File: src/rtl/core/plm_pkg.sv
// Shared constants, request codes and control types for the posting list merge/prune block.
`timescale 1ns / 1ps
package plm_pkg;

  localparam int DEL_DEPTH = 1024;
  localparam int DEL_AW    = (DEL_DEPTH > 1) ? $clog2(DEL_DEPTH) : 1;
  localparam int PTR_W     = $clog2(DEL_DEPTH + 1);
  localparam int GROUP_MAX = 16777216;
  localparam int CNT_W     = 25;
  localparam int ID_W      = 32;
  localparam int PURGE_W   = 31;
  localparam int MODE_W    = 3;

  localparam logic signed [ID_W-1:0] POS_INIT = 32'sh7fffffff;
  localparam logic signed [ID_W-1:0] NEG_INIT = -32'sh7fffffff;

  // Configuration register indexes
  localparam logic REG_POS_PURGE = 1'b0;
  localparam logic REG_NEG_PURGE = 1'b1;

  typedef enum logic [MODE_W-1:0] {
    MODE_CLEAR  = 3'd0,
    MODE_APPEND = 3'd1,
    MODE_BEGIN  = 3'd2,
    MODE_NEW    = 3'd3,
    MODE_OLD    = 3'd4,
    MODE_END    = 3'd5
  } mode_t;

  typedef struct packed {
    logic accept;  // take the request at the input ports
    logic step;    // move the active pointer one entry
    logic finish;  // resolve the old id and post its result
  } plm_cmd_t;

  typedef struct packed {
    logic walk_go;  // current entry lies beyond the id, keep walking
  } plm_sts_t;

endpackage

File: src/rtl/core/plm_ctrl.sv
// Controller: accepts requests and sequences the deletion-list walk for old ids.
`timescale 1ns / 1ps
module plm_ctrl (
  input  logic                          clk,
  input  logic                          rst_n,
  input  logic                          start,
  input  logic [plm_pkg::MODE_W-1:0]    in_mode,
  input  plm_pkg::plm_sts_t             sts,
  output plm_pkg::plm_cmd_t             cmd,
  output logic                          busy
);
  import plm_pkg::*;

  typedef enum logic [1:0] {
    ST_IDLE = 2'b01,
    ST_LOOK = 2'b10
  } state_t;

  state_t state_r, state_nxt;

  always_comb begin
    state_nxt  = state_r;
    cmd        = '0;
    case (state_r)
      ST_IDLE: begin
        if (start) begin
          cmd.accept = 1'b1;
          if (mode_t'(in_mode) == MODE_OLD) begin
            state_nxt = ST_LOOK;
          end
        end
      end
      ST_LOOK: begin
        if (sts.walk_go) begin
          cmd.step = 1'b1;
        end else begin
          cmd.finish = 1'b1;
          state_nxt  = ST_IDLE;
        end
      end
      default: state_nxt = ST_IDLE;
    endcase
  end

  assign busy = (state_r == ST_LOOK);

  always_ff @(posedge clk) begin
    if (!rst_n) begin
      state_r <= ST_IDLE;
    end else begin
      state_r <= state_nxt;
    end
  end

endmodule

File: config.mk
export PLATFORM = sky130hd
export DESIGN_NAME = plm_ctrl
export DESIGN_NICKNAME = d
export VERILOG_FILES = /design/src/rtl/core/plm_pkg.sv /design/src/rtl/core/plm_ctrl.sv
export SDC_FILE = /design/constraint.sdc
export NUM_CORES = 1
export LEC_CHECK = 0
export ABC_AREA = 1
export BUFFER_PORTS_ARGS = -buffer_cell sky130_fd_sc_hd__buf_2
export CAP_MARGIN = 30
export CORE_AREA = 10 10 47 49
export DETAILED_ROUTE_END_ITERATION = 12
export DIE_AREA = 0 0 57 59
export GPL_TIMING_DRIVEN = 1
export PLACE_DENSITY = 0.3
export SLEW_MARGIN = 15
export SYNTH_ARGS = -nofsm -noshare
export SYNTH_HDL_FRONTEND = slang
export SYNTH_SLANG_ARGS = --single-unit
File: constraint.sdc
create_clock -name clk -period 0.99 [get_ports clk]
set_input_delay 0.198 -clock clk [delete_from_list [all_inputs] [get_ports clk]]
set_output_delay 0.198 -clock clk [all_outputs]
set_load 0.05 [all_outputs]
Word-level counts from Yosys, hierarchy flattened. Cells that the tools add are included.

Register bits after elaboration: 2. Input bits: 7. Output and inout port bits: 4. Word-level logic and storage cells: 17.

Equal/unequal tests: 6. Multiplexer cells: 9. Reduce and logical (&&, ||, !) cells: 1.

Operator list (number): 2-bit two-way mux (4); 2-bit inequality test (second input constant) (3); 1-bit two-way mux (4); 2-bit case mux with 2 select lines (1); 3-bit == test (second input constant) (1); 3-bit AND reduction (1); 2-bit by 1-bit == test with 1-bit output (second input constant) (1); 2-bit == test (second input constant) (1).

Logic depth before layout (Yosys ltp).
Depth after elaboration: 4. Depth in mapped cells: 5. Gate-level depth less buffers: 5.

Worst setup path before layout. OpenSTA, ideal clock, no wires.

Kind: flip-flop to output port. From: reg state_r[1]. To: out cmd[0] in the netlist's numbering. Arrival time: 1.439 ns. Required time: 0.792 ns. Slack: -0.647 ns. Stages on the path, launching flop included: 3. Path buffers: 0. Cells stage by stage: dfxtp_1 -> inv_1 -> nor3_1.

RTL lines: from (decl) (line plm_ctrl.sv:19) `state_t state_r, state_nxt;`; from (signal assigned) (line plm_ctrl.sv:51) `state_r <= state_nxt;`; to (decl) (line plm_ctrl.sv:9) `output plm_pkg::plm_cmd_t cmd,`.

==> metrics.yaml <==
synth:
  ys_seq_elements: 2
  syn_area_sq_um: 126
  synthDistinctLibCells: 9
  ys_seq_area_share_pct: 31.7
  yosys.area.top_type_share_pct: 31.7
  syn_area_per_cell_sq_um: 6.02
  synth.area.top_cells: "dfxtp_1 (32%), inv_1 (15%), nand2_1 (12%), nor2_1 (12%), nand2_2 (9.9%)"
  ys_warn_count: 0
  synth_area_leader_cell: "dfxtp_1"
  synthesis.nets: 28
  syn_inst: 21
detailed_routing:
  routed_via_density: 3.46
  ant_nets: 0
  route.detailed.drc: 0
  firstDrtPassIters: 1
  drt_wl_total_um: 462
  drtIter0Drc: 0
  wire_per_inst_um: 8.88
  dr_total_vias: 180
timing:
  tightest_slew_ns: 0.180
  slew_headroom_pct: 88.0
  whs_ns: 0.172
  rsz0062_at_grt: "true"
  min_period_over_period_pct: 115
  setup_ws_ns: -0.147
  setup_viol: 4
  min_period_ns: 1.14
  finClkSkew_ns: 0.00111
  max_clock_freq_ghz: 0.880
  hold_violations: 0
  slew_violations: 0
finish:
  num_antenna_cells: 0
  stdcell_area_sq_um: 318
  nets: 45
  final_common_cell: "buf_2"
  nFillCells: 168
  area_growth_pct: 151
  layout_common_cells: "buf_2 (6), nand2_1 (4), clkbuf_4 (3), buf_6 (3)"
  top_register: "state_r"
  drive_above_1_share_pct: 75.0
  largest_register_ff_count: 2
  largest_registers: "state_r (2)"
cts:
  root_buffer: "clkbuf_4"
  path_clk_slew_ns: 0.03
  clk-insertion-delay-late_ns: 0.22
  hold_buffers: 0
  numCtsBuffers: 3
  clock-sinks: 2
  clock_path_buffers: 2
  htreeDepth: 1
  cts_tree: "built"
floorplan:
  dieArea_sq_um: 3360
  rows: 14
  ios: 11
  initial_core_util_pct: 9.02
  fp.dieW_um: 57
  die_h_um: 59
  core_area_sq_um: 1400
placement:
  hpwl_um: 379
  post_dp_cell_area_sq_um: 234
  io_buffers: 10
  routabilityCongestion: 0.663
critical_path:
  endpoint: "cmd[0]"
  cp-startpoint: "state_r[0]"
  cp_slowest_cell: "dfxtp_4"
  ff2ff_setup_slack_ns: 0.11
  crit_path_end_kind: "primary output"
  cp_top_family: "flip-flops"
  critPathRequiredTime_ns: 0.79
  r2r-end: "state_r[1]"
  crit_type: "reg2out"
  critPathBufInv: 1
  startpoint_type: "flip-flop"
  crit_chain: "nor3_4 > buf_6"
  r2r_start: "state_r[1]"
  rr_worst_depth: 6
  crit_fanout: 4
  critical_path_depth: 2
  cp.arrival_ns: 0.94
  cpPeakStageDelay_ns: 0.36
power:
  ir_worst_vdd_v: 0.000336
  p_seq_share_pct: 25.1
  p_leak_nw: 0.166
  power_density_nw_per_um2: 1070
  power_frac_comb_pct: 21.7
  swShare_pct: 27.1
  p_sw_mw: 0.0919
  power.internal_mw: 0.248
  clockPowerShare_pct: 53.1
grt:
  grt_start_max_net_pins: 5
  grt_pass1_vias: 222
  grt_pass1_wl_um: 745
  grtUsageTotal_pct: 3.01
  antenna_found_initial: 0
  grt-ovfl-total: 0
outcome:
  status: "finished with violations"
  violations: "setup timing"
worst_hold_path:
  hold_path_class: "in2reg"
run:
  maxCapViolCount: 0
## how the worst min path moves through the flow
stage | end | start | cells after the start
final | state_r[0] | rst_n | 2
after global routing | state_r[0] | rst_n | 2
after CTS | state_r[0] | rst_n | 2
after detailed placement | state_r[0] | rst_n | 2
after global placement | state_r[0] | rst_n | 2
after floorplan | state_r[0] | rst_n | 1
## through the flow
step	setup WS, ns	utilization, %	TNS, ns	std cells	total power, mW
2_1_floorplan	-0.0260	-	-0.0430	21	0.123
3_3_place_gp	-0.0523	16.7	-0.0523	49	0.147
3_5_place_dp	-0.0577	16.7	-0.0689	49	0.148
4_1_cts	-0.187	22.2	-0.620	54	0.355
5_1_grt	-0.187	22.7	-0.676	52	0.369
6_report	-0.147	22.7	-0.487	52	0.340
## logic make-up (layout without fill, tap and decap cells)
kind of cell / count (synthesis) / count (layout) / share of synthesized area, %
AO/OA/AOI/OAI: 1 / 1 / 3.96
buffers and inverters: 5 / 20 / 14.9
flip-flops: 2 / 2 / 31.7
AND/OR/NAND/NOR: 13 / 13 / 49.5
## layout make-up
class,instances,area [sq um],area share [%]
multi-input combinational,14,103,32.3
timing repair buffer,12,101,31.9
sequential,2,47.5,15.0
inverter,5,23.8,7.48
clock buffer,3,22.5,7.09
tap,16,20.0,6.30
## power groups by stage
stage / Clock (mW) / Sequential, mW / Combinational [mW]
3_5_place_dp: 0 / 0.0882 / 0.0596
5_1_grt: 0.203 / 0.0858 / 0.0801
6_report: 0.181 / 0.0854 / 0.0738
4_1_cts: 0.195 / 0.0854 / 0.0741
3_3_place_gp: 0 / 0.0880 / 0.0590
2_1_floorplan: 0 / 0.0877 / 0.0357
## metal layers
layer	GRT usage, %	part of all wire (%)	up-vias
met1	1.18	20	85
met4	3.02	0	0
met5	0	0	-
li1	-	-	93
met2	6.20	73	2
met3	2.36	6.1	0
## Yosys cell counts (all sizes together)
cell type / number
a21oi: 1
dfxtp: 2
inv: 5
nand2: 6
nand3: 2
nor2: 4
nor3: 1
## worst register-to-register path, delay by kind of cell (launching register included)
family                 cells  cell delay [ns]
AND/OR/NAND/NOR            4             0.25
flip-flops                 1             0.35
buffers and inverters      2             0.21
## repair_timing
item                                    4_1_cts  5_1_grt
pin swaps                                     1        1
endpoints found under the setup margin        4        6
setup buffers                                 2        0
cloned                                        0        0
gates resized for setup                      15        6
(Power assumes the default switching activity.)
